### src/rtl/core/sobel_gradient_nonmax_suppression_top_assert.svh
// ----------------------------------------------------------------------------
// Sobel gradient / non-maximum suppression assertion macros
// Concurrent assertion wrappers clocked on clk and disabled while rst_n is low.
// ----------------------------------------------------------------------------
`ifndef SOBEL_GRADIENT_NONMAX_SUPPRESSION_TOP_ASSERT_SVH
`define SOBEL_GRADIENT_NONMAX_SUPPRESSION_TOP_ASSERT_SVH
`ifndef SYNTHESIS
// Consequent must hold in the same cycle as the antecedent.
`define SGNMS_ASSERT_SAME(lbl, ante, cons) \
    lbl: assert property (@(posedge clk) disable iff (!rst_n) (ante) |-> (cons)) \
        else $error("sgnms same-cycle check failed");
// Consequent must hold in the cycle after the antecedent.
`define SGNMS_ASSERT_NEXT(lbl, ante, cons) \
    lbl: assert property (@(posedge clk) disable iff (!rst_n) (ante) |=> (cons)) \
        else $error("sgnms next-cycle check failed");
`else
`define SGNMS_ASSERT_SAME(lbl, ante, cons)
`define SGNMS_ASSERT_NEXT(lbl, ante, cons)
`endif
`endif

### src/rtl/core/sgnms_pkg.sv
// ----------------------------------------------------------------------------
// sgnms_pkg
// Shared types, constants and arithmetic helpers of the Sobel / NMS block.
// ----------------------------------------------------------------------------
`default_nettype none

package sgnms_pkg;

    localparam int PIX_W       = 8;
    localparam int GRAD_W      = 8;
    localparam int MAG_W       = 9;
    localparam int DIR_W       = 2;
    localparam int SUM_W       = 10;
    localparam int REG_W       = 11;
    localparam int ROW_W       = 10;
    localparam int IDX_W       = 1;
    localparam int IN_TDATA_W  = 8;
    localparam int OUT_TDATA_W = 16;
    localparam int QCMP_W      = 18;

    localparam int FRAME_MIN        = 5;
    localparam int MAX_HEIGHT       = 1024;
    localparam int FRAME_WIDTH_RST  = 640;
    localparam int FRAME_HEIGHT_RST = 480;

    // tan(22.5 deg) and tan(67.5 deg) in Q8.
    localparam int TAN22_Q8 = 106;
    localparam int TAN67_Q8 = 618;

    localparam logic [GRAD_W-1:0] GRAD_MAX = 8'hFF;

    // Direction bins.
    localparam logic [DIR_W-1:0] DIR_HORZ = 2'd0;
    localparam logic [DIR_W-1:0] DIR_DIAG = 2'd1;
    localparam logic [DIR_W-1:0] DIR_VERT = 2'd2;

    // Configuration register indexes.
    localparam logic [IDX_W-1:0] REG_FRAME_WIDTH  = 1'b0;
    localparam logic [IDX_W-1:0] REG_FRAME_HEIGHT = 1'b1;

    // Position of a pixel inside the frame, as far as the datapath cares.
    typedef struct packed {
        logic c_ge1;
        logic c_ge2;
        logic c_ge4;
        logic r_ge2;
        logic r_ge4;
        logic last;
    } flags_t;

    // Hand-off from the gradient stage to the suppression stage.
    typedef struct packed {
        logic [GRAD_W-1:0] ax;
        logic [GRAD_W-1:0] ay;
        logic [DIR_W-1:0]  out_dir;
        logic [MAG_W-1:0]  mt;
        logic [MAG_W-1:0]  mm;
        flags_t            flags;
    } grad_t;

    // a + 2b + c of one Sobel row or column.
    function automatic logic [SUM_W-1:0] sum3(input logic [PIX_W-1:0] a,
                                              input logic [PIX_W-1:0] b,
                                              input logic [PIX_W-1:0] c);
        return {2'b00, a} + {1'b0, b, 1'b0} + {2'b00, c};
    endfunction

    // |p - n| saturated to the gradient range.
    function automatic logic [GRAD_W-1:0] abs_clamp(input logic [SUM_W-1:0] p,
                                                    input logic [SUM_W-1:0] n);
        logic [SUM_W-1:0] d;
        d = (p >= n) ? (p - n) : (n - p);
        return (d > {2'b00, GRAD_MAX}) ? GRAD_MAX : d[GRAD_W-1:0];
    endfunction

endpackage

`default_nettype wire

### src/rtl/core/sgnms_nms.sv
// ----------------------------------------------------------------------------
// sgnms_nms
// Magnitude, direction binning, non-maximum suppression and output register.
// ----------------------------------------------------------------------------
`default_nettype none

module sgnms_nms
    import sgnms_pkg::*;
#(
    parameter int COL_W = 10
) (
    input  wire logic                       clk,
    input  wire logic                       rst_n,
    input  wire logic                       load,
    input  wire grad_t                      grad_in,
    input  wire logic [COL_W-1:0]           col_in,
    output logic                            s2_ready,
    output logic                            mag_wr_en,
    output logic [COL_W-1:0]                mag_wr_addr,
    output logic [DIR_W+2*MAG_W-1:0]        mag_wr_data,
    output logic                            m_axis_tvalid,
    input  wire logic                       m_axis_tready,
    output logic [OUT_TDATA_W-1:0]          m_axis_tdata,  // [8:0] edge_magnitude, [10:9] edge_direction
    output logic                            m_axis_tlast   // frame_end
);

    logic              s2_valid_reg;
    grad_t             s2_reg;
    logic [COL_W-1:0]  s2_col_reg;

    // Magnitude window: left and center columns. The bottom of the left
    // column is never a neighbor, so it is not kept.
    logic [MAG_W-1:0] at_reg, am_reg;
    logic [MAG_W-1:0] bt_reg, bm_reg, bb_reg;

    logic              out_valid_reg;
    logic [MAG_W-1:0]  out_mag_reg;
    logic [DIR_W-1:0]  out_dir_reg;
    logic              out_last_reg;

    logic [MAG_W-1:0]  mag;
    logic [DIR_W-1:0]  dir;
    logic [QCMP_W-1:0] ay_q, lo_lim, hi_lim;
    logic [MAG_W-1:0]  n1, n2;
    logic [MAG_W-1:0]  em;
    logic [DIR_W-1:0]  ed;
    logic              produce, compare_on, out_free, s2_fire;

    assign mag    = {1'b0, s2_reg.ax} + {1'b0, s2_reg.ay};
    assign ay_q   = QCMP_W'({s2_reg.ay, 8'h00});
    assign lo_lim = QCMP_W'(s2_reg.ax) * QCMP_W'(TAN22_Q8);
    assign hi_lim = QCMP_W'(s2_reg.ax) * QCMP_W'(TAN67_Q8);

    always_comb
    begin
        if (ay_q <= lo_lim)
        begin
            dir = DIR_HORZ;
        end
        else if (ay_q > hi_lim)
        begin
            dir = DIR_VERT;
        end
        else
        begin
            dir = DIR_DIAG;
        end
    end

    // Neighbors along the held direction of the center pixel.
    always_comb
    begin
        case (s2_reg.out_dir)
            DIR_HORZ:
            begin
                n1 = am_reg;
                n2 = s2_reg.mm;
            end
            DIR_VERT:
            begin
                n1 = bt_reg;
                n2 = bb_reg;
            end
            default:
            begin
                n1 = at_reg;
                n2 = mag;
            end
        endcase
    end

    assign produce    = s2_reg.flags.r_ge2 & s2_reg.flags.c_ge2;
    assign compare_on = s2_reg.flags.r_ge4 & s2_reg.flags.c_ge4;
    assign em = (compare_on && (bm_reg >= n1) && (bm_reg >= n2)) ? bm_reg : '0;
    assign ed = compare_on ? s2_reg.out_dir : DIR_HORZ;

    assign out_free = !out_valid_reg || m_axis_tready;
    assign s2_fire  = s2_valid_reg && (!produce || out_free);
    assign s2_ready = !s2_valid_reg || s2_fire;

    assign mag_wr_en   = s2_fire && s2_reg.flags.c_ge1;
    assign mag_wr_addr = s2_col_reg - COL_W'(1);
    assign mag_wr_data = {dir, s2_reg.mm, mag};

    always_ff @(posedge clk or negedge rst_n)
    begin
        if (!rst_n)
        begin
            s2_valid_reg <= 1'b0;
        end
        else if (load)
        begin
            s2_valid_reg <= 1'b1;
        end
        else if (s2_fire)
        begin
            s2_valid_reg <= 1'b0;
        end
    end

    always_ff @(posedge clk)
    begin
        if (load)
        begin
            s2_reg     <= grad_in;
            s2_col_reg <= col_in;
        end
    end

    always_ff @(posedge clk or negedge rst_n)
    begin
        if (!rst_n)
        begin
            at_reg <= '0;
            am_reg <= '0;
            bt_reg <= '0;
            bm_reg <= '0;
            bb_reg <= '0;
        end
        else if (s2_fire)
        begin
            at_reg <= bt_reg;
            am_reg <= bm_reg;
            bt_reg <= s2_reg.mt;
            bm_reg <= s2_reg.mm;
            bb_reg <= mag;
        end
    end

    always_ff @(posedge clk or negedge rst_n)
    begin
        if (!rst_n)
        begin
            out_valid_reg <= 1'b0;
        end
        else if (s2_fire && produce)
        begin
            out_valid_reg <= 1'b1;
        end
        else if (m_axis_tready)
        begin
            out_valid_reg <= 1'b0;
        end
    end

    always_ff @(posedge clk)
    begin
        if (s2_fire && produce)
        begin
            out_mag_reg  <= em;
            out_dir_reg  <= ed;
            out_last_reg <= s2_reg.flags.last;
        end
    end

    assign m_axis_tvalid = out_valid_reg;
    assign m_axis_tdata  = OUT_TDATA_W'({out_dir_reg, out_mag_reg});
    assign m_axis_tlast  = out_last_reg;

endmodule

`default_nettype wire

### config.mk
export PLATFORM = sky130hd
export DESIGN_NAME = sgnms_nms
export DESIGN_NICKNAME = d
export VERILOG_FILES = /design/src/rtl/core/sobel_gradient_nonmax_suppression_top_assert.svh /design/src/rtl/core/sgnms_pkg.sv /design/src/rtl/core/sgnms_nms.sv
export SDC_FILE = /design/constraint.sdc
export NUM_CORES = 1
export LEC_CHECK = 0
export CAP_MARGIN = 20
export CORE_MARGIN = 2
export CORE_UTILIZATION = 30
export CTS_CLUSTER_SIZE = 30
export DETAILED_ROUTE_END_ITERATION = 12
export DONT_BUFFER_PORTS = 1
export HOLD_SLACK_MARGIN = 0.03
export RECOVER_POWER = 100
export SLEW_MARGIN = 0
export SYNTH_ARGS = -nofsm -noshare
export SYNTH_HDL_FRONTEND = slang
export SYNTH_SLANG_ARGS = --single-unit
### constraint.sdc
create_clock -name clk -period 9.5 [get_ports clk]
set_clock_uncertainty 0.15 [all_clocks]
set_input_delay 0.475 -clock clk [delete_from_list [all_inputs] [get_ports clk]]
set_output_delay 0.475 -clock clk [all_outputs]
set_load 0.02 [all_outputs]
# Word-level counts from Yosys, hierarchy flattened
# Index checks and enable logic that the tools add are counted.
# Widths: inputs -> output; s select.
dict set report word_totals {
  ff_bits 111
  latch_bits 0
  elab_cells 55
  memories 0
  ramBits 0
  mem_bits_ro 0
}
dict set report op_classes {
  n_mux 8
  n_addsub 2
  shifts 0
  magnitude_cmp 4
  n_eq_ne 1
  div 0
  bitwise 2
  mul 2
  reduce_logical 14
}
# cell count
set ops {}
lappend ops {{$pmux 9 s2} 2}
lappend ops {{$ge 9x9->1} 2}
lappend ops {{$gt 16x18->1} 1}
lappend ops {{$mul 8x9->17 const B} 1}
lappend ops {{$le 16x15->1} 1}
lappend ops {{$mul 8x6->14 const B} 1}
lappend ops {{$sub 10x1->10 const B} 1}
lappend ops {{$add 8x8->9} 1}
lappend ops {{$logic_and 1x1->1} 5}
lappend ops {{$mux 1} 4}
lappend ops {{$mux 2} 2}
lappend ops {{$reduce_bool 2->1} 2}
lappend ops {{$logic_not 1->1} 3}
lappend ops {{$logic_or 1x1->1} 3}
lappend ops {{$and 1x1->1} 2}
lappend ops {{$eq 2x2->1 const B} 1}
lappend ops {{$logic_not 2->1} 1}

# Depth between registers and ports, before layout
# Gate-level depths: netlist of run 1.
dict set report logic_depth {
  depth_word 6
  depth_mapped 21
  depth_no_buf 21
}

# Worst setup path after synthesis of run 1
# Ideal clock, no wire load.
dict set report synth_timing {
  kind {reg-to-output}
  startpoint {register s2_reg[38] (netlist bit)}
  endpoint {output mag_wr_data[18]}
  path_slack_ps 4114
  stages_incl_launch_ff 20
  arrival_time_ps 4761
  n_path_buf 0
  cell_sequence {edfxtp_1 > ha_1 > ha_1 > inv_1 > fa_1 > inv_1 > fa_1 > ha_1 > a211o_1 > a211o_1 > a211oi_2 > o21bai_1 > a21oi_1 > xnor2_1 > ha_1 > o21a_1 > a21o_1 > o211a_1 > o221ai_2 > nor2b_1}
}
dict set report synth_via {
  elab_chain_len 4
}
# element line
set synth_lines {}
lappend synth_lines {{start, declared} sgnms_nms.sv:28} ;# grad_t s2_reg;
lappend synth_lines {{start signal, assigned} sgnms_nms.sv:125} ;# s2_reg <= grad_in;
lappend synth_lines {{$mul 8x9->17} sgnms_nms.sv:52} ;# assign hi_lim = QCMP_W'(s2_reg.ax) * QCMP_W'(TAN67_Q8);
lappend synth_lines {{$gt 16x18->1} sgnms_nms.sv:60} ;# else if (ay_q > hi_lim)
lappend synth_lines {{$mux 2} sgnms_nms.sv:60}
lappend synth_lines {{$mux 2 *} sgnms_nms.sv:56} ;# if (ay_q <= lo_lim)
lappend synth_lines {{end, declared} sgnms_nms.sv:20} ;# output logic [DIR_W+2*MAG_W-1:0] mag_wr_data,
# Every way passes the cells marked *; elsewhere a longest branch is shown, timed or not.

# Worst setup path after layout of run 1
dict set report layout_timing {
  startpoint {register s2_reg[38] (netlist bit)}
  endpoint {output mag_wr_data[19]}
}
# Same word-level chain as after synthesis.

==> flow_metrics.py, run 1 <==
metrics = {
    "run_status": {
        "status": "complete, but fails checks",
        "failed_checks": "capacitance limit, slew limit",
    },
    "global_route": {
        "first_global_vias": 4697,
        "grt.total_usage_pct": 12.8,
        "grt_start_max_net_pins": 54,
        "antenna_found_initial": 4,
        "grt_overflow": 0,
        "grt_pass1_wl_um": 26000,
    },
    "synth": {
        "muxShareOfSynthArea_pct": 9.22,
        "synth_edf_count": 64,
        "synth_xor_area_share_pct": 3.42,
        "ys_types": 52,
        "synth-simple-area-share_pct": 7.57,
        "synthTopCellsByArea": "edfxtp_1 (26%), ha_1 (18%), dfrtp_1 (16%)",
        "synth_cells": 625,
        "synth.avg_cell_area_um2": 11.9,
        "synth_compound_area_share_pct": 9.94,
        "synth_top_family_by_area": "adder cells",
        "synth_fa_ha_area_share_pct": 23.6,
        "synth_seq_area_share_pct": 41.7,
        "synth_top_area_cell": "edfxtp_1",
        "synthArstFlopShare_pct": 42.3,
        "netlist.area_leader.share_pct": 25.8,
        "synth_seq_cells": 111,
        "ys_warn_count": 0,
        "syn_area_um2": 7440,
        "synthFlopType": "edfxtp_1",
    },
    "clock_network": {
        "cts_tree": "yes",
        "cts_buffers": 9,
        "clock_latency_ns": 0.35,
        "cts_setup_buffers": 0,
        "hold_buffers": 2,
        "clockBufferDepth": 2,
        "cts_resized": 0,
        "path_clk_slew_ns": 0.08,
        "root_buffer": "clkbuf_16",
        "htree_levels": 3,
        "cts.sinks": 111,
    },
    "sta": {
        "period_needed_ns": 6.20,
        "hold_viol": 0,
        "drv_slew": 155,
        "rsz0062_at_grt": "no",
        "finalSetupViolCount": 0,
        "tightest_slew_ns": 2.70,
        "fin_crit_sh_pct": 65.3,
        "setup_ws_ns": 3.30,
        "clock.fmax_ghz": 0.161,
        "slew_headroom_pct": -79.8,
        "tns_ns": 0,
    },
    "placed_design": {
        "hpwl_um": 12200,
        "dp_slack_ns": 3.76,
        "portBuffers": 0,
        "dp_cells": 931,
        "place_congestion": 0.775,
    },
    "floorplanning": {
        "die-area_um2": 26100,
        "die_h_um": 161,
        "core_area_um2": 24300,
        "io_pins": 106,
        "die_x_um": 161,
        "start_util_pct": 30.6,
        "num_rows": 57,
    },
    "critical_path": {
        "endpoint_kind": "output pin",
        "critical-path-top-delay-family": "adder cells",
        "crit_arrival_ns": 5.58,
        "crit_top_cell": "ha_1",
        "setup.worst_path.class": "flip-flop to output pin",
        "required_ns": 8.88,
        "worstPathBufferInverterCount": 2,
        "crit_path_start_kind": "flip-flop",
        "crit_path_max_incr_delay_ns": 0.53,
        "crit_slowest_cell": "edfxtp_1",
        "path_max_fanout": 7,
        "crit_chain": "ha_1, ha_1, inv_1, fa_1, inv_1, fa_1, ha_1, a211o_1, a211o_1, a211oi_1, o21bai_1, a21oi_1, xnor2_1, ha_1, nand4_1, nor2_1, a21boi_0, o211a_1, o221ai_1, nor2_1",
    },
    "pwr": {
        "p_sw_share_pct": 39.1,
        "switching_power_uw": 734,
        "pwr-share-seq_pct": 33.4,
        "combPwrFrac_pct": 46.9,
        "power.internal_uw": 1140,
        "leakagePower_uw": 0.00357,
        "ir_drop_uv": 89.7,
        "power_density_nw_per_um2": 235,
        "p_clk_share_pct": 19.6,
    },
    "route": {
        "wl_per_cell_um": 16.8,
        "wl_um": 16000,
        "drt_first_pass_iters": 5,
        "drc_errors": 0,
        "postRouteAntennaNets": 0,
        "detail_route.vias_per_cell": 4.83,
        "num_vias": 4591,
        "drt-initial-drc-count": 259,
    },
    "finish": {
        "nets": 805,
        "syn2layout_area_growth_pct": 7.72,
        "layout-drive-gt1-share_pct": 10.5,
        "largest_reg_flops": 25,
        "instances_no_fill": 951,
    },
    "job": {
        "cap_violations": 4,
    },
    "worst_hold_path": {
        "hp-class": "input port to flip-flop",
    },
}
cell usage after synthesis (2+ instances only):
cell / count
xnor2_1: 7
ha_1: 108
nor2b_1: 5
a21o_1: 17
nor2_1: 35
clkbuf_1: 7
nand2_1: 21
or2_2: 3
nand4_1: 3
o21bai_1: 5
o21a_1: 10
xor2_1: 22
or3_1: 4
nand2b_1: 7
edfxtp_1: 64
mux2_2: 44
buf_4: 14
inv_1: 49
a211oi_1: 5
nand3_1: 3
a31oi_1: 2
a2111oi_0: 2
buf_2: 5
nor4_1: 5
nor3_1: 8
o211a_1: 3
mux2i_1: 19
a211o_1: 4
a21oi_1: 31
nor4b_1: 8
dfrtp_1: 47
o21ai_0: 15
fa_1: 20
and3_1: 3
o21ai_1: 2
or4_1: 2
final timing paths:
check	start	end	slack, ns	cells after the start
setup reg to reg	s2_reg[34]$_DFFE_PP_	out_mag_reg[1]$_SDFFCE_PN0P_	5.22	11
max in group asynchronous	rst_n	am_reg[3]$_DFFE_PN0P_	6.29	2
setup / recovery	s2_reg[38]$_DFFE_PP_	mag_wr_data[19]	3.30	20
hold / removal	grad_in[13]	mag_wr_data[16]$_DFFE_PP_	0.06	0
hold reg to reg	s2_reg[0]$_DFFE_PP_	m_axis_tlast$_DFFE_PP_	0.28	0
min in group asynchronous	rst_n	m_axis_tvalid$_DFFE_PN0P_	1.35	2
power by group through the flow:
stage | Sequential [uW] | Combinational [uW] | Clock [uW]
2_1_floorplan | 615 | 717 | 0
5_1_grt | 639 | 1010 | 401
3_3_place_gp | 639 | 874 | 0
3_5_place_dp | 640 | 880 | 0
4_1_cts | 630 | 893 | 386
6_report | 628 | 882 | 369
per-stage QoR:
stage | area, um2 | hold WS (ns) | total power (uW) | utilization, %
5_1_grt | 8010 | 0.0386 | 2050 | 32.9
3_5_place_dp | 7740 | 0.0303 | 1520 | 31.8
4_1_cts | 8060 | 0.0461 | 1910 | 33.1
2_1_floorplan | 7450 | 0.0294 | 1330 | -
3_3_place_gp | 7740 | 0.0304 | 1510 | 31.8
6_report | 8010 | 0.0623 | 1880 | 32.9
final cells by class:
class / instances / area, um2
well taps: 324 / 405
fillers: 2396 / 16300
repair buffers: 7 / 36.3
clock inverters: 6 / 53.8
diodes: 1 / 2.50
multi-input cells: 443 / 4000
clock buffers: 10 / 229
inverters: 49 / 184
flip-flops and latches: 111 / 3100
logic make-up after synthesis:
logic type | after synthesis
adder cells (fa/ha/maj) | 128
flip-flops | 111
AND/OR/NAND/NOR | 110
AO/OA/AOI/OAI | 108
buffers and inverters | 75
multiplexers | 63
XOR/XNOR | 29
other | 1
routing by layer:
layer  up-vias  track usage [%]  wire length (um)
li1       2256                -                 -
met1      2219             16.8              7410
met2        97             20.2              7210
met3        15             4.60              1150
met4         4             3.29               206
met5         -                0                27
placed cells by master, fill, tap and decap left out, types with 8 or more instances in the layout:
cell	instances
a21o_1	17
a21oi_1	31
clkbuf_16	9
dfrtp_1	47
edfxtp_1	64
fa_1	20
ha_1	108
inv_1	49
mux2_2	44
mux2i_1	19
nand2_1	21
nor2_1	35
nor3_1	8
nor4b_1	8
o21a_1	10
o21ai_0	16
xor2_1	22
worst reg2reg max path, stage by stage (launching register included):
cell,delay (ns)
edfxtp_1,0.56
ha_1,0.29
fa_1,0.42
a21o_1,0.21
a21oi_1,0.26
o21ai_0,0.17
a21oi_1,0.66
a21oi_1,0.16
ha_1,0.34
o21ai_0,0.07
o21a_1,0.29
nor4b_1,0.46
Power figures use the tool's default switching activity.
==> inputs of run 2 (changes only) <==
==> constraint.sdc (replaced) <==
create_clock -name clk -period 5 [get_ports clk]
set_clock_uncertainty 0.15 [all_clocks]
set_input_delay 0.25 -clock clk [delete_from_list [all_inputs] [get_ports clk]]
set_output_delay 0.25 -clock clk [all_outputs]
set_load 0.02 [all_outputs]
==> flow_metrics.py, run 2 (synthesis gave the netlist of run 1 again) <==
metrics = {
    "floorplanning": {
        "num_rows": 57,
        "die-area_um2": 26100,
        "die_h_um": 161,
        "die_x_um": 161,
        "core_area_um2": 24300,
        "start_util_pct": 30.6,
        "io_pins": 106,
    },
    "global_route": {
        "grt_pass1_wl_um": 27500,
        "grt_start_max_net_pins": 54,
        "grt.total_usage_pct": 13.5,
        "grt_overflow": 0,
        "first_global_vias": 5211,
        "antenna_found_initial": 2,
    },
    "finish": {
        "final_common_cell": "ha_1",
        "utilization_pct": 37.4,
        "largest_reg_flops": 25,
        "nets": 916,
        "fill_cells": 2339,
        "instances_no_fill": 1063,
        "layout_common_cells": "ha_1 (100), edfxtp_1 (64), dlygate4sd3_1 (53)",
        "syn2layout_area_growth_pct": 22.4,
        "layout-drive-gt1-share_pct": 18.7,
    },
    "sta": {
        "rsz0062_at_grt": "yes",
        "period_needed_ns": 5.42,
        "setup_ws_ns": -0.420,
        "finalSetupViolCount": 2,
        "slew_headroom_pct": -115,
        "hold_ws_ns": -0.00609,
        "tightest_slew_ns": 3.23,
        "hold_viol": 1,
        "tns_ns": -0.818,
        "clock.fmax_ghz": 0.185,
        "drv_slew": 189,
        "fin_crit_sh_pct": 108,
    },
    "job": {
        "cap_violations": 4,
    },
    "clock_network": {
        "cts_buffers": 9,
        "cts.sinks": 111,
        "path_clk_slew_ns": 0.08,
        "htree_levels": 3,
        "root_buffer": "clkbuf_16",
        "clockBufferDepth": 2,
        "clock_latency_ns": 0.36,
        "cts_tree": "yes",
    },
    "pwr": {
        "ir_drop_uv": 180,
        "power_density_nw_per_um2": 431,
        "leakagePower_uw": 0.00407,
    },
    "worst_hold_path": {
        "min_from": "m_axis_tready",
        "hp-class": "input port to flip-flop",
    },
    "route": {
        "drt-initial-drc-count": 234,
        "wl_per_cell_um": 16.1,
        "drc_errors": 0,
        "postRouteAntennaNets": 0,
        "num_vias": 5031,
        "wl_um": 17100,
        "drt_first_pass_iters": 4,
        "detail_route.vias_per_cell": 4.73,
    },
    "critical_path": {
        "required_ns": 4.60,
        "crit_path_start_kind": "flip-flop",
        "r2r_start": "s2_reg[34]$_DFFE_PP_",
        "endpoint_kind": "output pin",
        "path_max_fanout": 3,
        "crit_arrival_ns": 5.02,
        "crit_start": "s2_reg[38]$_DFFE_PP_",
        "setup.worst_path.class": "flip-flop to output pin",
    },
    "placed_design": {
        "hpwl_um": 12800,
        "portBuffers": 0,
        "dp_slack_ns": -0.231,
        "dp_cells": 981,
        "place_congestion": 0.831,
    },
    "run_status": {
        "status": "complete, but fails checks",
        "failed_checks": "hold timing, capacitance limit, slew limit, setup timing",
    },
}
run 2: power by group:
group / switching, uW / internal, uW / total [uW]
Clock: 360 / 396 / 756
Sequential: 101 / 1090 / 1190
Combinational: 1010 / 961 / 1970
run 2: metrics by stage:
step / total power (uW) / instance area [um2]
2_1_floorplan: 2570 / 7480
3_3_place_gp: 3080 / 8150
3_5_place_dp: 3100 / 8150
4_1_cts: 3970 / 9190
5_1_grt: 4260 / 9100
6_report: 3920 / 9100
run 2: worst paths after layout:
kind | end | slack [ns] | cells past startpoint
max reg2reg | out_mag_reg[1]$_SDFFCE_PN0P_ | 0.75 | 14
min in group asynchronous | s2_valid_reg$_DFFE_PN0P_ | 1.10 | 2
min reg2reg | m_axis_tlast$_DFFE_PP_ | 0.29 | 0
min | m_axis_tvalid$_DFFE_PN0P_ | -0.006 | 2
max | mag_wr_data[18] | -0.42 | 20
max in group asynchronous | bt_reg[2]$_DFFE_PN0P_ | 2.11 | 2
run 2: what timing repair did:
action                                 4_1_cts  5_1_grt
buffers inserted                             9        0
hold buffers                                55        0
pin swaps                                    7        1
resized for setup                           13        2
endpoints found under the hold margin      152        0
setup endpoints to repair                    2        2
run 2: critical path, stage by stage (launching register included):
cell      delay, ns
edfxtp_1       0.48
ha_4           0.27
ha_4           0.26
inv_2          0.03
fa_1           0.49
inv_1          0.05
fa_1           0.52
ha_4           0.21
a211o_1        0.26
a211o_1        0.29
a211oi_2       0.22
o21bai_1       0.10
a21oi_1        0.16
xnor2_1        0.14
ha_1           0.27
nand4_1        0.10
nor2_2         0.05
a21boi_2       0.15
o211a_1        0.24
o221ai_2       0.09
nor2b_4        0.26
run 2: metal layers:
metal	vias up	routed length, um	GRT usage, %
li1	2477	-	-
met1	2435	8000	17.7
met2	102	7890	22.0
met3	17	883	3.52
met4	0	313	3.90
met5	-	0	0
run 2: area by class of cell:
type | count | area, um2 | share of cell area, %
Tap cell | 324 | 405 | 4.45
Timing Repair Buffer | 118 | 985 | 10.8
Antenna cell | 2 | 5.00 | 0.0550
Sequential cell | 111 | 3100 | 34.0
Multi-Input combinational cell | 443 | 4120 | 45.3
Inverter | 49 | 184 | 2.02
Clock inverter | 7 | 78.8 | 0.866
Clock buffer | 9 | 225 | 2.47
==> inputs of run 3 (changes only) <==
--- a/config.mk
+++ b/config.mk
@@ -17,3 +17,4 @@
 export SYNTH_ARGS = -nofsm -noshare
 export SYNTH_HDL_FRONTEND = slang
 export SYNTH_SLANG_ARGS = --single-unit
+export TNS_END_PERCENT = 1
==> flow_metrics.py, run 3 (synthesis gave the netlist of run 1 again) <==
metrics = {
    "global_route": {
        "grt.total_usage_pct": 13.5,
        "antenna_found_initial": 2,
        "first_global_vias": 5213,
        "grt_pass1_wl_um": 27500,
        "grt_start_max_net_pins": 54,
        "grt_overflow": 0,
    },
    "placed_design": {
        "place_area_um2": 8150,
        "place_congestion": 0.831,
        "dp_slack_ns": -0.231,
        "dp_cells": 981,
        "portBuffers": 0,
        "hpwl_um": 12800,
    },
    "critical_path": {
        "r2r_cells": 14,
        "crit_chain": "ha_4, ha_4, inv_2, fa_1, inv_1, fa_1, ha_4, a211o_1, a211o_1, a211oi_2, o21bai_1, a21oi_1, xnor2_1, ha_1, nand4_1, nor2_2, a21boi_2, o211a_1, o221ai_2, nor2b_4",
        "crit_slowest_cell": "fa_1",
        "worstPathBufferInverterCount": 2,
        "r2r_start": "s2_reg[34]$_DFFE_PP_",
        "path_max_fanout": 3,
        "setup.worst_path.class": "flip-flop to output pin",
        "r2r-end": "out_mag_reg[1]$_SDFFCE_PN0P_",
        "crit_path_max_incr_delay_ns": 0.52,
        "r2r_slack_ns": 0.78,
        "crit_arrival_ns": 5.02,
        "required_ns": 4.60,
        "endpoint_kind": "output pin",
        "crit_top_cell": "ha_4",
        "critical-path-top-delay-family": "adder cells",
        "crit_path_start_kind": "flip-flop",
    },
    "route": {
        "wl_per_cell_um": 16.0,
        "postRouteAntennaNets": 0,
        "m1WireLength_um": 8010,
        "wl_um": 17000,
        "wl_met2_um": 7900,
        "top_layer_used": "met4",
        "drc_errors": 0,
        "drt_first_pass_iters": 4,
        "drt-initial-drc-count": 224,
        "num_vias": 5033,
        "routed-wl-met3_um": 813,
        "detail_route.vias_per_cell": 4.73,
    },
    "sta": {
        "period_needed_ns": 5.42,
        "drv_slew": 189,
        "setup_ws_ns": -0.424,
        "slew_headroom_pct": -114,
        "clock.fmax_ghz": 0.184,
        "fin_crit_sh_pct": 108,
        "finalSetupViolCount": 2,
        "tightest_slew_ns": 3.21,
        "hold_viol": 1,
        "rsz0062_at_grt": "yes",
        "hold_ws_ns": -0.00785,
    },
    "clock_network": {
        "cts_tree": "yes",
        "cts.sinks": 111,
        "clockBufferDepth": 2,
        "cts_buffers": 9,
        "root_buffer": "clkbuf_16",
        "clock_latency_ns": 0.36,
        "htree_levels": 3,
        "path_clk_slew_ns": 0.08,
    },
    "worst_hold_path": {
        "hold_depth": 2,
        "min_from": "m_axis_tready",
        "min_to": "m_axis_tvalid$_DFFE_PN0P_",
        "hp-class": "input port to flip-flop",
    },
    "floorplanning": {
        "die-area_um2": 26100,
        "start_util_pct": 30.6,
        "die_x_um": 161,
        "core_area_um2": 24300,
        "die_h_um": 161,
        "io_pins": 106,
        "num_rows": 57,
    },
    "pwr": {
        "finalPower_uw": 3930,
        "leakagePower_uw": 0.00407,
        "power_density_nw_per_um2": 432,
        "ir_drop_uv": 180,
    },
    "finish": {
        "syn2layout_area_growth_pct": 22.6,
        "layout_common_cells": "ha_1 (100), edfxtp_1 (64), dlygate4sd3_1 (53)",
        "nets": 916,
        "fill_cells": 2337,
        "layout-drive-gt1-share_pct": 18.7,
        "final_common_cell": "ha_1",
        "largest_reg_flops": 25,
        "design_area_um2": 9120,
        "instances_no_fill": 1063,
    },
    "run_status": {
        "failed_checks": "hold timing, capacitance limit, slew limit, setup timing",
        "status": "complete, but fails checks",
    },
    "job": {
        "cap_violations": 4,
    },
}
==> run 3: cell count changes in the layout (fill, tap and decap cells not counted) <==
cell,delta
a2111oi_2,-1
a2111oi_4,+1
==> run 3: cell type report <==
type                            count  area [um2]  share of cell area, %
Inverter                           49         184                   2.02
Clock inverter                      7        78.8                  0.865
Clock buffer                        9         225                   2.47
Antenna cell                        2        5.00                 0.0549
Sequential cell                   111        3100                   34.0
Timing Repair Buffer              118         985                   10.8
Tap cell                          324         405                   4.45
Multi-Input combinational cell    443        4140                   45.4
==> run 3: per-stage QoR <==
step	setup TNS (ns)	util, %
after floorplan	0	-
after global routing	-1.29	37.5
after global placement	-0.170	33.5
after detailed placement	-0.455	33.5
final	-0.810	37.5
after CTS	-0.827	37.8
==> run 3: worst max path at each step <==
stage / from / end / slack [ns] / cells after the start
5_1_grt: s2_reg[40]$_DFFE_PP_ / mag_wr_data[18] / -0.66 / 20
4_1_cts: s2_reg[39]$_DFFE_PP_ / mag_wr_data[18] / -0.42 / 16
3_3_place_gp: s2_reg[38]$_DFFE_PP_ / mag_wr_data[18] / -0.09 / 19
6_report: s2_reg[38]$_DFFE_PP_ / mag_wr_data[18] / -0.42 / 20
2_1_floorplan: s2_reg[38]$_DFFE_PP_ / mag_wr_data[18] / 0.007 / 19
3_5_place_dp: s2_reg[38]$_DFFE_PP_ / mag_wr_data[18] / -0.23 / 20
==> run 3: per-layer routing <==
| metal | global-route usage, % | vias to the layer above |
|---|---|---|
| met3 | 3.52 | 16 |
| met1 | 17.7 | 2450 |
| met2 | 22.0 | 90 |
| met4 | 3.90 | 0 |
| met5 | 0 | - |
| li1 | - | 2477 |
==> run 3: worst reg2reg max path, cell delays in order (launching register included) <==
cell and delay (ns):
edfxtp_1 0.46, clkbuf_1 0.16, ha_1 0.21, fa_1 0.41, a21o_1 0.20, a21oi_1 0.29, o21ai_0 0.17, a21o_1 0.19
a21o_1 0.28, a21oi_1 0.23, ha_1 0.16, o21ai_0 0.08, nand2b_1 0.08, o2111ai_1 0.39, nor4b_1 0.52
==> run 3: power breakdown <==
part / switching (uW) / internal (uW)
combinational: 1020 / 966
sequential: 102 / 1090
clock: 360 / 396
==> run 3: timing repair <==
item,CTS,global route
gates cloned,0,0
endpoints found under the setup margin,2,2
buffers inserted,9,0
hold buffers,55,0
endpoints found under the hold margin,152,0
gates resized for setup,13,3
pin swaps,7,0
