File: src/rtl/core/sobel_gradient_nonmax_suppression_top_assert.svh
// ----------------------------------------------------------------------------
// Sobel gradient / non-maximum suppression assertion macros
// Concurrent assertion wrappers clocked on clk and disabled while rst_n is low.
// ----------------------------------------------------------------------------
`ifndef SOBEL_GRADIENT_NONMAX_SUPPRESSION_TOP_ASSERT_SVH
`define SOBEL_GRADIENT_NONMAX_SUPPRESSION_TOP_ASSERT_SVH
`ifndef SYNTHESIS
// Consequent must hold in the same cycle as the antecedent.
`define SGNMS_ASSERT_SAME(lbl, ante, cons) \
    lbl: assert property (@(posedge clk) disable iff (!rst_n) (ante) |-> (cons)) \
        else $error("sgnms same-cycle check failed");
// Consequent must hold in the cycle after the antecedent.
`define SGNMS_ASSERT_NEXT(lbl, ante, cons) \
    lbl: assert property (@(posedge clk) disable iff (!rst_n) (ante) |=> (cons)) \
        else $error("sgnms next-cycle check failed");
`else
`define SGNMS_ASSERT_SAME(lbl, ante, cons)
`define SGNMS_ASSERT_NEXT(lbl, ante, cons)
`endif
`endif

File: src/rtl/core/sgnms_pkg.sv
// ----------------------------------------------------------------------------
// sgnms_pkg
// Shared types, constants and arithmetic helpers of the Sobel / NMS block.
// ----------------------------------------------------------------------------
`default_nettype none

package sgnms_pkg;

    localparam int PIX_W       = 8;
    localparam int GRAD_W      = 8;
    localparam int MAG_W       = 9;
    localparam int DIR_W       = 2;
    localparam int SUM_W       = 10;
    localparam int REG_W       = 11;
    localparam int ROW_W       = 10;
    localparam int IDX_W       = 1;
    localparam int IN_TDATA_W  = 8;
    localparam int OUT_TDATA_W = 16;
    localparam int QCMP_W      = 18;

    localparam int FRAME_MIN        = 5;
    localparam int MAX_HEIGHT       = 1024;
    localparam int FRAME_WIDTH_RST  = 640;
    localparam int FRAME_HEIGHT_RST = 480;

    // tan(22.5 deg) and tan(67.5 deg) in Q8.
    localparam int TAN22_Q8 = 106;
    localparam int TAN67_Q8 = 618;

    localparam logic [GRAD_W-1:0] GRAD_MAX = 8'hFF;

    // Direction bins.
    localparam logic [DIR_W-1:0] DIR_HORZ = 2'd0;
    localparam logic [DIR_W-1:0] DIR_DIAG = 2'd1;
    localparam logic [DIR_W-1:0] DIR_VERT = 2'd2;

    // Configuration register indexes.
    localparam logic [IDX_W-1:0] REG_FRAME_WIDTH  = 1'b0;
    localparam logic [IDX_W-1:0] REG_FRAME_HEIGHT = 1'b1;

    // Position of a pixel inside the frame, as far as the datapath cares.
    typedef struct packed {
        logic c_ge1;
        logic c_ge2;
        logic c_ge4;
        logic r_ge2;
        logic r_ge4;
        logic last;
    } flags_t;

    // Hand-off from the gradient stage to the suppression stage.
    typedef struct packed {
        logic [GRAD_W-1:0] ax;
        logic [GRAD_W-1:0] ay;
        logic [DIR_W-1:0]  out_dir;
        logic [MAG_W-1:0]  mt;
        logic [MAG_W-1:0]  mm;
        flags_t            flags;
    } grad_t;

    // a + 2b + c of one Sobel row or column.
    function automatic logic [SUM_W-1:0] sum3(input logic [PIX_W-1:0] a,
                                              input logic [PIX_W-1:0] b,
                                              input logic [PIX_W-1:0] c);
        return {2'b00, a} + {1'b0, b, 1'b0} + {2'b00, c};
    endfunction

    // |p - n| saturated to the gradient range.
    function automatic logic [GRAD_W-1:0] abs_clamp(input logic [SUM_W-1:0] p,
                                                    input logic [SUM_W-1:0] n);
        logic [SUM_W-1:0] d;
        d = (p >= n) ? (p - n) : (n - p);
        return (d > {2'b00, GRAD_MAX}) ? GRAD_MAX : d[GRAD_W-1:0];
    endfunction

endpackage

`default_nettype wire

File: src/rtl/core/sgnms_sobel.sv
// ----------------------------------------------------------------------------
// sgnms_sobel
// 3x3 Sobel gradient stage with the pixel column window and pixel line write.
// ----------------------------------------------------------------------------
`default_nettype none

module sgnms_sobel
    import sgnms_pkg::*;
#(
    parameter int COL_W = 10
) (
    input  wire logic                       clk,
    input  wire logic                       rst_n,
    input  wire logic                       advance,
    input  wire logic [PIX_W-1:0]           pixel,
    input  wire flags_t                     flags,
    input  wire logic [COL_W-1:0]           col,
    input  wire logic [2*PIX_W-1:0]         line_data,
    input  wire logic [DIR_W+2*MAG_W-1:0]   mag_line_data,
    output grad_t                           grad,
    output logic                            pix_wr_en,
    output logic [COL_W-1:0]                pix_wr_addr,
    output logic [2*PIX_W-1:0]              pix_wr_data
);

    // Window: left and center pixel columns plus one held direction bin.
    logic [PIX_W-1:0] left_t_reg, left_m_reg, left_b_reg;
    logic [PIX_W-1:0] ctr_t_reg, ctr_m_reg, ctr_b_reg;
    logic [DIR_W-1:0] held_dir_reg, held_dir_next;

    logic [PIX_W-1:0]  pt, pm, pb;
    logic [SUM_W-1:0]  right_sum, left_sum, top_sum, bot_sum;
    logic [GRAD_W-1:0] gx, gy;
    logic              active;

    assign pt = line_data[2*PIX_W-1:PIX_W];
    assign pm = line_data[PIX_W-1:0];
    assign pb = pixel;

    assign right_sum = sum3(pt, pm, pb);
    assign left_sum  = sum3(left_t_reg, left_m_reg, left_b_reg);
    assign top_sum   = sum3(left_t_reg, ctr_t_reg, pt);
    assign bot_sum   = sum3(left_b_reg, ctr_b_reg, pb);

    assign gx     = abs_clamp(right_sum, left_sum);
    assign gy     = abs_clamp(top_sum, bot_sum);
    assign active = flags.r_ge2 & flags.c_ge2;

    always_comb
    begin
        grad.ax      = active ? gx : '0;
        grad.ay      = active ? gy : '0;
        grad.out_dir = held_dir_reg;
        grad.mt      = flags.c_ge1 ? mag_line_data[2*MAG_W-1:MAG_W] : '0;
        grad.mm      = flags.c_ge1 ? mag_line_data[MAG_W-1:0] : '0;
        grad.flags   = flags;
        held_dir_next = flags.c_ge1 ? mag_line_data[DIR_W+2*MAG_W-1:2*MAG_W]
                                    : held_dir_reg;
    end

    // The older line takes the middle row, the newer line takes this pixel.
    assign pix_wr_en   = advance;
    assign pix_wr_addr = col;
    assign pix_wr_data = {pm, pb};

    always_ff @(posedge clk or negedge rst_n)
    begin
        if (!rst_n)
        begin
            left_t_reg   <= '0;
            left_m_reg   <= '0;
            left_b_reg   <= '0;
            ctr_t_reg    <= '0;
            ctr_m_reg    <= '0;
            ctr_b_reg    <= '0;
            held_dir_reg <= '0;
        end
        else if (advance)
        begin
            left_t_reg   <= ctr_t_reg;
            left_m_reg   <= ctr_m_reg;
            left_b_reg   <= ctr_b_reg;
            ctr_t_reg    <= pt;
            ctr_m_reg    <= pm;
            ctr_b_reg    <= pb;
            held_dir_reg <= held_dir_next;
        end
    end

endmodule

`default_nettype wire

File: config.mk
export PLATFORM = sky130hd
export DESIGN_NAME = sgnms_sobel
export DESIGN_NICKNAME = d
export VERILOG_FILES = /design/src/rtl/core/sobel_gradient_nonmax_suppression_top_assert.svh /design/src/rtl/core/sgnms_pkg.sv /design/src/rtl/core/sgnms_sobel.sv
export SDC_FILE = /design/constraint.sdc
export NUM_CORES = 1
export LEC_CHECK = 0
export BUFFER_PORTS_ARGS = -buffer_cell sky130_fd_sc_hd__buf_2
export CAP_MARGIN = 20
export CORE_ASPECT_RATIO = 0.9
export CORE_MARGIN = 4
export CORE_UTILIZATION = 60
export CTS_CLUSTER_DIAMETER = 60
export DETAILED_ROUTE_END_ITERATION = 8
export GPL_TIMING_DRIVEN = 0
export HOLD_SLACK_MARGIN = 0.05
export MAX_ROUTING_LAYER = met4
export PLACE_DENSITY = 0.87
export SLEW_MARGIN = 20
export SYNTH_ARGS = -nofsm -noshare
export SYNTH_HDL_FRONTEND = slang
export SYNTH_SLANG_ARGS = --single-unit
File: constraint.sdc
create_clock -name clk -period 8.2 [get_ports clk]
set_input_delay 0 -clock clk [delete_from_list [all_inputs] [get_ports clk]]
set_output_delay 0 -clock clk [all_outputs]
set_load 0.03 [all_outputs]
Yosys cells after proc, flatten, opt, wreduce, memory -nomap -nowiden
Cells that the tools add are included.
{ "totals": {"input_bits": 63, "word_cells": 33, "latchBits": 0, "out_inout_bits": 69, "ff_bits": 50, "mem_bits_rw": 0, "mem_bits_ro": 0, "mem_count": 0} }
{ "classes": {"div_mod_pow": 0, "muxes": 8, "bitwise": 1, "eq_ne": 0, "n_mul": 0, "n_reduce_logical": 1, "add_sub_neg": 12, "order_cmp": 4, "shift": 0} }
{ "op_table": {"columns": ["operator", "count"], "rows": [
  ["10-bit by 8-bit adder with 10-bit output", 4],
  ["8-bit by 9-bit adder with 10-bit output", 4],
  ["10-bit subtractor", 4],
  ["8-bit 2-to-1 mux", 4],
  ["10-bit greater-or-equal comparator", 2],
  ["10-bit by 8-bit > comparator with 1-bit output, second input constant", 2],
  ["10-bit 2-to-1 mux", 2],
  ["9-bit 2-to-1 mux", 2],
  ["2-bit AND reduction", 1],
  ["1-bit AND", 1]
]} }

Depth between registers and ports, before layout
Gate-level depths: netlist of the first run.
{ "logic_depth": {"ltp_word": 7, "mapped_depth": 22, "depth_no_buf": 21} }

Least setup slack after synthesis of the first run
No wires, ideal clock.
{ "synth_path": {"kind": "register to output", "startpoint": "register left_t_reg[1]", "endpoint": "output port grad[26] (netlist name)", "path_buffers": 1, "t_required_ns": 8.200, "path_stages_with_launch": 20, "setup_slack_ns": 3.658, "t_arrival_ns": 4.542, "path_cell_list": "dfrtp_1 -> inv_1 -> fa_1 -> inv_1 -> ha_1 -> fa_1 -> a21o_1 -> a21oi_1 -> o21bai_1 -> a21oi_1 -> xor2_1 -> ha_1 -> buf_2 -> a211o_1 -> a21oi_1 -> o211ai_2 -> a2111o_1 -> a21boi_1 -> nor3_4 -> a21oi_1"} }
{ "synth_rtl": {"columns": ["element", "line_no", "text"], "rows": [
  ["from (decl)", "sgnms_sobel.sv:27", "logic [PIX_W-1:0] left_t_reg, left_m_reg, left_b_reg;"],
  ["from (signal assigned)", "sgnms_sobel.sv:80", "left_t_reg <= ctr_t_reg;"],
  ["to (decl)", "sgnms_sobel.sv:20", "output grad_t grad,"]
]} }

==> results of run 1 <==
## layer usage
layer	GRT usage, %	wire, um	part of all wire (%)
met1	33.1	6110	42
met5	-	0	0
met2	47.5	7290	50
met4	8.23	337	2.3
met3	4.48	950	6.5
## metrics by stage
stage | power (W) | instances | setup slack [ns] | util (%) | instance area, um^2
6_report | 0.00295 | 904 | 2.62 | 74.8 | 6950
5_1_grt | 0.00320 | 904 | 2.35 | 74.8 | 6950
4_1_cts | 0.00290 | 904 | 2.70 | 74.8 | 6950
3_5_place_dp | 0.00267 | 872 | 3.07 | 70.7 | 6570
3_3_place_gp | 0.00258 | 872 | 3.30 | 70.7 | 6570
2_1_floorplan | 0.00217 | 633 | 3.66 | - | 5830
## layout make-up
class | count | area share, %
buffer | 53 | 4.86
inverter | 105 | 5.67
clock buffer | 6 | 1.19
multi-input combinational | 425 | 55.3
tap | 122 | 2.20
sequential | 50 | 18.0
clock inverter | 2 | 0.864
timing repair buffer | 141 | 11.9
## power breakdown
| part | total (W) | leakage (nW) | internal [W] | switching [W] |
|---|---|---|---|---|
| Sequential | 0.000299 | 0.595 | 0.000275 | 0.0000235 |
| Clock | 0.000214 | 0.0714 | 0.000130 | 0.0000843 |
| Combinational | 0.00243 | 3.09 | 0.000981 | 0.00145 |
| Total | 0.00295 | 3.76 | 0.00139 | 0.00156 |
## synth_stat cells, types with 2 or more instances
| library cell | count | area share, % |
|---|---|---|
| a221oi_1 | 3 | 0.45 |
| mux2_2 | 36 | 7.0 |
| o21a_1 | 3 | 0.39 |
| clkbuf_1 | 12 | 0.77 |
| and3_1 | 4 | 0.43 |
| a21oi_1 | 56 | 4.8 |
| mux2i_1 | 9 | 1.5 |
| nand4_1 | 2 | 0.21 |
| xor2_1 | 18 | 2.7 |
| dfrtp_1 | 50 | 21 |
| o21ai_0 | 34 | 2.9 |
| xnor2_1 | 19 | 2.9 |
| ha_1 | 74 | 16 |
| inv_1 | 105 | 6.8 |
| nor2_1 | 4 | 0.26 |
| o311ai_1 | 2 | 0.30 |
| a31oi_1 | 5 | 0.54 |
| buf_4 | 35 | 4.5 |
| a2111o_1 | 2 | 0.39 |
| a221oi_2 | 2 | 0.52 |
| a21o_1 | 24 | 3.1 |
| o21ba_2 | 2 | 0.34 |
| nor2b_1 | 6 | 0.64 |
| buf_2 | 6 | 0.52 |
| a211oi_1 | 3 | 0.39 |
| o21bai_1 | 8 | 1.0 |
| and2_1 | 18 | 1.9 |
| fa_1 | 36 | 12 |
| nand2b_1 | 2 | 0.21 |
| nand3_1 | 9 | 0.77 |
| nand2_1 | 31 | 2.0 |
## repair_timing
action                                  4_1_cts  5_1_grt
setup buffers                                 0        0
endpoints found under the setup margin        0        0
endpoints found under the hold margin        73        0
hold buffers                                 24        0
## how the worst max path moves through the flow
| stage | slack, ns | cells past startpoint | endpoint |
|---|---|---|---|
| after floorplan | 3.66 | 19 | grad[26] |
| after detailed placement | 3.07 | 20 | grad[26] |
| after global routing | 2.35 | 23 | grad[37] |
| final | 2.62 | 22 | grad[26] |
| after global placement | 3.30 | 20 | grad[26] |
| after CTS | 2.70 | 22 | grad[26] |
## kinds of logic (layout without fill, tap and decap cells)
group                      after synthesis  count (layout)
and+or+nand+nor                         80              80
muxes                                   45              45
buffers and inverters                  158             307
DFF                                     50              50
xor gates and xnor gates                37              37
AOI/OAI and AO/OA                      153             153
adders and majority gates              110             110
==> summary.txt, run 1 <==
Outcome
  – Outcome: completed

Logic synthesis
  – Complex-gate fraction of the synthesized area: 16.5%
  – Synth Cell Area: approximately 5800 um^2
  – Mapped Avg Cell Area: approximately 9.2 um^2
  – Register area share after synthesis: between 20% and 30%
  – Mapped Nets: ~800
  – Simple-gate share of the synthesized area: roughly 7%
  – Unique masters post-synth: 44
  – Ys async rst share: 100%
  – Largest family of logic cells by synthesized area: adder cells
  – Top_reg_cell synth: dfrtp_1
  – Mux contribution to synthesized area: ~8.5%
  – Post-Syn Instances: 633
  – EDFF count, synth: 0
  – Adder-cell area share of the yosys netlist: 28.3%
  – Synth Warn #: 0
  – Flop and latch count out of synthesis: 50
  – Xor and xnor area share after synthesis: between 5 and 6%

Drt
  – Initial DRT Pass Iterations: 5
  – Starting DRC count in detailed routing: roughly 300
  – Vias per cell: 5.56
  – Routed Antenna Nets: 0
  – Remaining DRCs: 0
  – WL final: 14,700 um
  – Routed wire per std cell: between 15 and 20 um
  – Vias: 5,022

Global route
  – Largest net degree at the start of global routing: 51
  – Grt total ovfl: 0
  – Vias in the first global route: 5,332
  – First-pass GRT wire length: 24,700 um
  – Initial antenna violation count: 0
  – Total GRT Usage: 27.4%

Floorplan
  – Die W: 112 um
  – Die footprint: 11,400 um^2
  – Initial Util: 62.7%
  – Core Area: 9290 um^2
  – Die Span Y: ~100 um
  – I/O pins: roughly 130
  – Row count: 33

Critical path
  – Critical Path Source: line_data[9]
  – FF-to-FF path depth: 1
  – Most used cell along the critical path: a21oi_1
  – Worst Path Max Fanout: 8
  – Critical Path AT: roughly 5.6 ns
  – Critical Path Source Type: primary input
  – Crit end category: output pin
  – R2R setup slack: 7.37 ns
  – Worst R2R End: left_t_reg[7]
  – Buffers & Inverters on Critical Path: 6
  – CP cell instances: dlygate4sd3_1 -> buf_2 -> inv_1 -> fa_1 -> inv_1 -> ha_1 -> fa_1 -> a21o_1 -> a21oi_1 -> o21bai_1 -> a21oi_1 -> xor2_1 -> ha_1 -> buf_2 -> a211o_1 -> a21oi_1 -> o211ai_2 -> a2111o_1 -> and3b_4 -> nor3_4 -> a21oi_1 -> buf_2
  – Worst r2r src: left_t_reg[7]
  – WP data required: 8.20 ns
  – Slowest CP cell: fa_1
  – Crit path max-delay family: compound AO/OA/AOI/OAI gates
  – Crit path largest cell delay: 0.53 ns
  – Setup CP Type: primary input to output pin

Timing
  – Clock Skew: approximately 0.0081 ns
  – Post-route minimum period: 5.58 ns
  – Final hold vios: 0
  – Worst hold slack: 0.0654 ns
  – Total negative setup slack: 0 ns
  – Slew Limit Fails: 0
  – Fin crit share: about two thirds
  – Fmax: 179 MHz
  – Max_slew headroom: 50.8%
  – Slew @ Worst Pin: between 0.7 and 0.8 ns
  – Final setup vio count: 0
  – RSZ-0062 raised after global routing: false

Layout
  – Layout cells sized above 1: a little over a quarter
  – Register area: 1250 um^2
  – ANT cells: 0
  – NumNets Final: 954
  – Multi-input logic area: 3840 um^2
  – FILL cells: ~660
  – Area grow syn2layout: 19.3%
  – Most common cell after layout, fill and taps aside: buf_2
  – Most frequent cells in the layout: 122 x buf_2, 105 x inv_1, 74 x ha_1, 56 x a21oi_1, 50 x dfrtp_1

Min path
  – Min-delay src: pixel[7]
  – Worst hold path endpoint: ctr_b_reg[7]
  – Worst Hold Class: primary input to register
  – Hold depth: 2

CTS
  – Root buffer cell: clkbuf_8
  – CTS resizes: 0
  – Clock Latency Late Sink: 0.31 ns
  – CTS Buffer Depth: 2
  – H-tree depth: 2
  – Num CTS Buffers: 5
  – Clk slew on worst S/H paths: 0.09 ns
  – CTS sink count: 50
  – CTS tree: yes

Place
  – Port bufs: 117
  – DPL Wire Length: 11,800 um
  – GPL Wtd Cong: 0.942

Flow run
  – Max_cap viols: 0

Power
  – Power Dens Cells: around 420 nW/um^2
  – Pleak: approximately 3.8 nW
  – Worst vdd ir: 0.279 mV
Note: power is estimated with default switching activity, not from simulation.
==> run 2: changes to the inputs <==
- ABC_AREA: unset -> 1
- CORE_UTILIZATION: 60 -> 58
- PLACE_DENSITY: 0.87 -> 0.83
- clock period: 8.2 -> 5.2 ns (I/O delays scaled with it)
==> summary.txt, run 2 <==
Outcome
  – Outcome: completed (unchanged)

Floorplan
  – Die Span Y: 110 um (was 101 um)
  – I/O pins: 132 (unchanged)
  – Row count: 36 (was 33)
  – Die footprint: 13,400 um^2 (was 11,400 um^2)
  – Initial Util: 60.6% (was 62.7%)
  – Core Area: 11,100 um^2 (was 9290 um^2)
  – Die W: 121 um (was 112 um)

Drt
  – Starting DRC count in detailed routing: 578 (was 302)
  – Vias per cell: 5.04 (was 5.56)
  – Vias: 6,457 (was 5,022)
  – Remaining DRCs: 0 (unchanged)
  – Initial DRT Pass Iterations: 5 (unchanged)
  – Routed Antenna Nets: 0 (unchanged)
  – WL final: 16,800 um (was 14,700 um)
  – Routed wire per std cell: 13.1 um (was 16.2 um)

Layout
  – ANT cells: 0 (unchanged)
  – Most frequent cells in the layout: 272 x nand2_1, 215 x inv_1, 116 x buf_2, 74 x ha_1, 64 x a21oi_1 (was 122 x buf_2, 105 x inv_1, 74 x ha_1, 56 x a21oi_1, 50 x dfrtp_1)
  – Layout cells sized above 1: 17.0% (was 26.9%)
  – Area grow syn2layout: 17.1% (was 19.3%)
  – Most common cell after layout, fill and taps aside: nand2_1 (was buf_2)
  – NumNets Final: 1,300 (was 954)
  – Final Util: 71.0% (was 74.8%)

Power
  – Pleak: 4.75 nW (was 3.76 nW)
  – Power Dens Cells: 684 nW/um^2 (was 424 nW/um^2)
  – Worst vdd ir: 0.374 mV (was 0.279 mV)

Logic synthesis
  – Xor and xnor area share after synthesis: 5.09% (was 5.56%)
  – Register area share after synthesis: 18.6% (was 21.5%)
  – Top_reg_cell synth: dfrtp_1 (unchanged)
  – Area leader, netlist: dfrtp_1 (unchanged)
  – Most frequent cell after synthesis: nand2_1 (was inv_1)
  – Flop and latch count out of synthesis: 50 (unchanged)
  – Post-Syn Instances: 983 (was 633)
  – Mapped Nets: 1,156 (was 806)
  – Unique masters post-synth: 31 (was 44)
  – Synth top area cells: dfrtp_1 19%, nand2_1 15%, ha_1 14% (was dfrtp_1 21%, ha_1 16%, fa_1 12%)
  – Synth Cell Area: 6710 um^2 (was 5830 um^2)
  – Complex-gate fraction of the synthesized area: 9.15% (was 16.5%)
  – Adder-cell area share of the yosys netlist: 24.5% (was 28.3%)
  – Simple-gate share of the synthesized area: 25.0% (was 7.15%)
  – Top cells by count, synth: 272 x nand2_1, 215 x inv_1, 74 x ha_1 (was 105 x inv_1, 74 x ha_1, 56 x a21oi_1)
  – Mapped Avg Cell Area: 6.83 um^2 (was 9.21 um^2)
  – Largest family of logic cells by synthesized area: simple AND/OR/NAND/NOR gates (was adder cells)
  – Synth Warn #: 0 (unchanged)
  – Ys async rst share: 100% (unchanged)
  – EDFF count, synth: 0 (unchanged)
  – Mux contribution to synthesized area: 0.336% (was 8.50%)
  – Top cell type's share of synthesized area: 18.6% (was 21.5%)

CTS
  – CTS resizes: 0 (unchanged)
  – CTS Buffer Depth: 2 (unchanged)
  – Num CTS Buffers: 5 (unchanged)
  – Root buffer cell: clkbuf_16 (was clkbuf_8)
  – Clk slew on worst S/H paths: 0.07 ns (was 0.09 ns)
  – CTS sink count: 50 (unchanged)
  – H-tree depth: 2 (unchanged)
  – Clock Latency Late Sink: 0.29 ns (was 0.31 ns)
  – CTS tree: yes (unchanged)
  – Setup Buffers After CTS: 0 (unchanged)

Critical path
  – Critical Path Source Type: register (was primary input)
  – CP cell instances: inv_1 -> fa_1 -> inv_1 -> ha_1 -> inv_1 -> fa_1 -> o21ai_0 -> a21oi_1 -> o21bai_1 -> xor2_1 -> inv_1 -> ha_1 -> nand2_1 -> nor2_2 -> nand3_1 -> nand3_1 -> nand2_1 -> nand2_1 -> nand2_1 -> nand2_4 -> nand3_1 -> nand2_1 -> inv_1 -> buf_2 (was dlygate4sd3_1 -> buf_2 -> inv_1 -> fa_1 -> inv_1 -> ha_1 -> fa_1 -> a21o_1 -> a21oi_1 -> o21bai_1 -> a21oi_1 -> xor2_1 -> ha_1 -> buf_2 -> a211o_1 -> a21oi_1 -> o211ai_2 -> a2111o_1 -> and3b_4 -> nor3_4 -> a21oi_1 -> buf_2)
  – Crit path largest cell delay: 0.43 ns (was 0.53 ns)
  – Worst Path Max Fanout: 8 (unchanged)
  – R2R setup slack: 4.41 ns (was 7.37 ns)
  – Setup CP Type: register to output pin (was primary input to output pin)
  – Slowest CP cell: fa_1 (unchanged)
  – WP data required: 5.20 ns (was 8.20 ns)
  – Crit end category: output pin (unchanged)
  – Buffers & Inverters on Critical Path: 6 (unchanged)
  – Critical Path AT: 4.69 ns (was 5.58 ns)
  – Crit path max-delay family: adder cells (was compound AO/OA/AOI/OAI gates)

Timing
  – RSZ-0062 raised after global routing: false (unchanged)
  – Fin crit share: 90.1%
  – Slew @ Worst Pin: 0.830 ns (was 0.738 ns)
  – Clock Skew: 0.00416 ns (was 0.00813 ns)
  – Final setup vio count: 0 (unchanged)
  – Total negative setup slack: 0 ns (unchanged)
  – Post-route minimum period: around 4.7 ns
  – Final hold vios: 0 (unchanged)
  – Fmax: 213 MHz
  – Slew Limit Fails: 0 (unchanged)
  – Max_slew headroom: 44.0% (was 50.8%)

Place
  – DPL Wire Length: 13,900 um (was 11,800 um)
  – Port bufs: 116 (was 117)
  – GPL Wtd Cong: 0.913 (was 0.942)

Flow run
  – Max_cap viols: 0 (unchanged)

Global route
  – Vias in the first global route: 6,101 (was 5,332)
  – Grt total ovfl: 0 (unchanged)
  – Largest net degree at the start of global routing: 51 (unchanged)
  – First-pass GRT wire length: 28,000 um (was 24,700 um)
  – Initial antenna violation count: 0 (unchanged)
  – Total GRT Usage: 26.7% (was 27.4%)

Min path
  – Worst Hold Class: primary input to register (unchanged)
[run 2: final cells by class]
class,instances,area [um^2]
flip-flops and latches,50,1250
fillers,966,3220
inverters,219,822
clock inverters,2,37.5
clock buffers,6,129
plain buffers,51,339
well taps,152,190
repair buffers,137,793
multi-input cells,663,4300
[run 2: timing repair]
action                     4_1_cts  5_1_grt
setup endpoints to repair        0        0
hold endpoints to repair        70        0
hold buffers                    21        0
[run 2: power by group]
group / internal, W / total [W] / switching (W) / leakage [nW]
logic: 0.00159 / 0.00454 / 0.00295 / 4.08
registers: 0.000429 / 0.000459 / 0.0000301 / 0.587
clock network: 0.000227 / 0.000375 / 0.000148 / 0.0771
total: 0.00225 / 0.00538 / 0.00313 / 4.75
[run 2: path summary, 6_finish.rpt]
check,depth (start not counted),startpoint,to
max in group asynchronous,2,rst_n,ctr_b_reg[2]
max reg2reg,1,held_dir_reg[1],held_dir_reg[1]
min reg2reg,2,ctr_b_reg[4],left_b_reg[4]
max,24,left_b_reg[1],grad[33]
min in group asynchronous,2,rst_n,held_dir_reg[0]
min,3,pixel[6],ctr_b_reg[6]
[run 2: kinds of logic (layout without fill, tap and decap cells)]
| kind of cell | count (synthesis) | in the layout |
|---|---|---|
| XOR/XNOR | 39 | 39 |
| flip-flops | 50 | 50 |
| AO/OA/AOI/OAI | 113 | 113 |
| buffers and inverters | 270 | 415 |
| adder cells (fa/ha/maj) | 110 | 110 |
| AND/OR/NAND/NOR | 399 | 399 |
| multiplexers | 2 | 2 |
[run 2: per-stage QoR]
stage	total power (W)	hold WS, ns	instance area, um^2	instances	setup WS (ns)
detailed placement	0.00494	0.239	7480	1251	0.827
floorplan	0.00406	-0.296	6710	983	1.53
global route	0.00609	0.0676	7860	1280	0.109
finish	0.00538	0.0595	7860	1280	0.514
global placement	0.00484	0.232	7480	1251	0.885
CTS	0.00534	0.0564	7860	1280	0.498
[run 2: layer usage]
metal  global-route usage, %  share of wire, %
met1                    37.4                47
met2                    42.8                44
met3                    3.57               8.5
met4                    4.00               1.2
met5                       -                 0
==> run 3: changes to the inputs <==
- ABC_AREA: 1 -> unset
- CORE_MARGIN: 4 -> 2
- CORE_UTILIZATION: 58 -> 56
- PLACE_DENSITY: 0.83 -> 0.82
- TNS_END_PERCENT: unset -> 10
==> summary.txt, run 3 (synthesized netlist as in run 1, its figures left out) <==
CTS
  – H-tree depth: 2 (unchanged)
  – Num CTS Buffers: 5 (unchanged)
  – CTS sink count: 50 (unchanged)
  – CTS Buffer Depth: 2 (unchanged)
  – Clock Latency Late Sink: 0.30 ns (was 0.29 ns)
  – Root buffer cell: clkbuf_16 (unchanged)
  – Clk slew on worst S/H paths: 0.07 ns (about the same)
  – CTS tree: yes (unchanged)

Place
  – Placement Setup Slack: 0.230 ns (was 0.827 ns)
  – Cells after DPL: 879 (was 1,251)
  – GPL Wtd Cong: 0.878 (was 0.913)
  – Port bufs: 117 (was 116)
  – DPL Wire Length: 11,300 um (was 13,900 um)

Drt
  – Vias: 4,919 (was 6,457)
  – Remaining DRCs: 0 (unchanged)
  – Routed Antenna Nets: 0 (unchanged)
  – Routed wire per std cell: 15.7 um (was 13.1 um)
  – Starting DRC count in detailed routing: 223 (was 578)
  – WL final: 14,300 um (was 16,800 um)
  – Initial DRT Pass Iterations: 6 (was 5)
  – Vias per cell: 5.39 (was 5.04)

Floorplan
  – Die footprint: 11,200 um^2 (was 13,400 um^2)
  – Die Span Y: 101 um (was 110 um)
  – Die W: 112 um (was 121 um)
  – I/O pins: 132 (unchanged)
  – Core Area: 10,200 um^2 (was 11,100 um^2)
  – Row count: 35 (was 36)
  – Initial Util: 57.1% (was 60.6%)

Outcome
  – Outcome: completed (unchanged)

Power
  – Total chip power: 0.00500 W (was 0.00538 W)
  – Pleak: 3.79 nW (was 4.75 nW)
  – Power Dens Cells: 701 nW/um^2 (was 684 nW/um^2)
  – Worst vdd ir: 0.372 mV (was 0.374 mV)

Global route
  – Met2 Track Usage GR: 45.9% (was 42.8%)
  – Initial antenna violation count: 0 (unchanged)
  – Grt total ovfl: 0 (unchanged)
  – First-pass GRT wire length: 23,700 um (was 28,000 um)
  – Vias in the first global route: 4,971 (was 6,101)
  – Largest net degree at the start of global routing: 51 (unchanged)
  – Met3 Usage GRT: 3.37% (was 3.57%)
  – Total GRT Usage: 27.2% (was 26.7%)
  – GR peak layer: met2 (unchanged)
  – Met1 Use GR: 34.8% (was 37.4%)

Layout
  – Most common cell after layout, fill and taps aside: buf_2 (was nand2_1)
  – Layout cells sized above 1: 30.6% (was 17.0%)
  – NumNets Final: 956 (was 1,300)
  – Multi-input logic area: 3970 um^2 (was 4300 um^2)
  – ANT cells: 0 (unchanged)
  – Most frequent cells in the layout: 110 x buf_2, 103 x inv_1, 71 x ha_1, 50 x dfrtp_1, 46 x buf_4 (was 272 x nand2_1, 215 x inv_1, 116 x buf_2, 74 x ha_1, 64 x a21oi_1)
  – Final Non-Filler Cells: 913 (was 1,280)
  – FILL cells: 789 (was 966)
  – Area grow syn2layout: 22.5% (was 17.1%)
  – Register area: 1250 um^2 (unchanged)

Critical path
  – Crit path largest cell delay: 0.42 ns (was 0.43 ns)
  – Critical Path Source Type: register (unchanged)
  – Setup CP Type: register to output pin (unchanged)
  – R2R setup slack: 4.35 ns (was 4.41 ns)
  – Most used cell along the critical path: inv_1
  – Slowest CP cell: fa_1 (unchanged)
  – Worst Path Max Fanout: 8 (unchanged)
  – Crit path max-delay family: compound AO/OA/AOI/OAI gates (was adder cells)
  – Critical Path AT: 4.97 ns (was 4.69 ns)
  – WP data required: 5.20 ns (about the same)
  – CP cell instances: inv_2 -> fa_1 -> inv_1 -> ha_2 -> inv_1 -> fa_2 -> inv_1 -> a21oi_1 -> o21bai_1 -> a21o_1 -> a21o_1 -> xor2_2 -> ha_1 -> clkbuf_4 -> a211o_1 -> a21oi_2 -> o211ai_2 -> a2111o_1 -> and3b_4 -> nor3_4 -> buf_6 -> a21oi_1 -> buf_4 (was inv_1 -> fa_1 -> inv_1 -> ha_1 -> inv_1 -> fa_1 -> o21ai_0 -> a21oi_1 -> o21bai_1 -> xor2_1 -> inv_1 -> ha_1 -> nand2_1 -> nor2_2 -> nand3_1 -> nand3_1 -> nand2_1 -> nand2_1 -> nand2_1 -> nand2_4 -> nand3_1 -> nand2_1 -> inv_1 -> buf_2)
  – Buffers & Inverters on Critical Path: 7 (was 6)
  – Crit end category: output pin (unchanged)

Timing
  – Total negative setup slack: 0 ns (unchanged)
  – Final hold vios: 0 (unchanged)
  – Fin crit share: 95.6% (was 90.1%)
  – Final setup vio count: 0 (unchanged)
  – Post-route minimum period: 4.97 ns (was 4.69 ns)
  – Fmax: 201 MHz (was 213 MHz)
  – Final worst slack: 0.226 ns (was 0.514 ns)
  – Slew Limit Fails: 0 (unchanged)
  – RSZ-0062 raised after global routing: true (was false)
  – Clock Skew: 0.00283 ns (was 0.00416 ns)
  – Max_slew headroom: 50.3% (was 44.0%)
  – Slew @ Worst Pin: 0.746 ns (was 0.830 ns)

Min path
  – Worst Hold Class: primary input to register (unchanged)

Flow run
  – Max_cap viols: 0 (unchanged)
## run 3: final cells by class
class                   instances  share of cell area [%]
multi-input cells             425                    55.6
flip-flops and latches         50                    17.5
repair buffers                143                    12.1
inverters                     105                    5.52
plain buffers                  53                    4.89
well taps                     129                    2.26
clock buffers                   6                    1.94
clock inverters                 2                   0.175
## run 3: per-layer routing
metal / up-vias / wire [um]
met2: 164 / 6870
li1: 2369 / -
met5: - / 0
met4: 0 / 348
met3: 27 / 761
met1: 2359 / 6330
## run 3: path summary, 6_finish.rpt
check                              start             to  depth (start not counted)
max in group asynchronous          rst_n  left_b_reg[1]                          2
min in group asynchronous          rst_n  left_m_reg[7]                          2
setup reg to reg           left_t_reg[2]  left_t_reg[2]                          1
hold reg to reg             ctr_t_reg[4]  left_t_reg[4]                          2
setup / recovery           left_b_reg[1]       grad[28]                         23
hold / removal                  pixel[6]   ctr_b_reg[6]                          2
## run 3: metrics by stage
step / instance area (um^2) / hold WS, ns / util (%)
after floorplan: 5830 / -0.296 / -
after global placement: 6570 / 0.232 / 64.4
after detailed placement: 6570 / 0.239 / 64.4
after CTS: 6960 / 0.0555 / 68.2
after global routing: 7140 / 0.0614 / 70.0
final: 7140 / 0.0628 / 70.0
## run 3: where the power goes
group | leakage, nW | internal (W) | switching, W
sequential | 0.595 | 0.000435 | 0.0000372
clock | 0.0729 | 0.000191 | 0.000149
combinational | 3.12 | 0.00179 | 0.00240
total | 3.79 | 0.00242 | 0.00259
## run 3: repair_timing
item / CTS / global route
hold buffers: 22 / 0
buffers inserted: 1 / 3
pin swaps: 2 / 15
endpoints found under the setup margin: 16 / 16
hold endpoints to repair: 71 / 0
gates resized for setup: 2 / 49
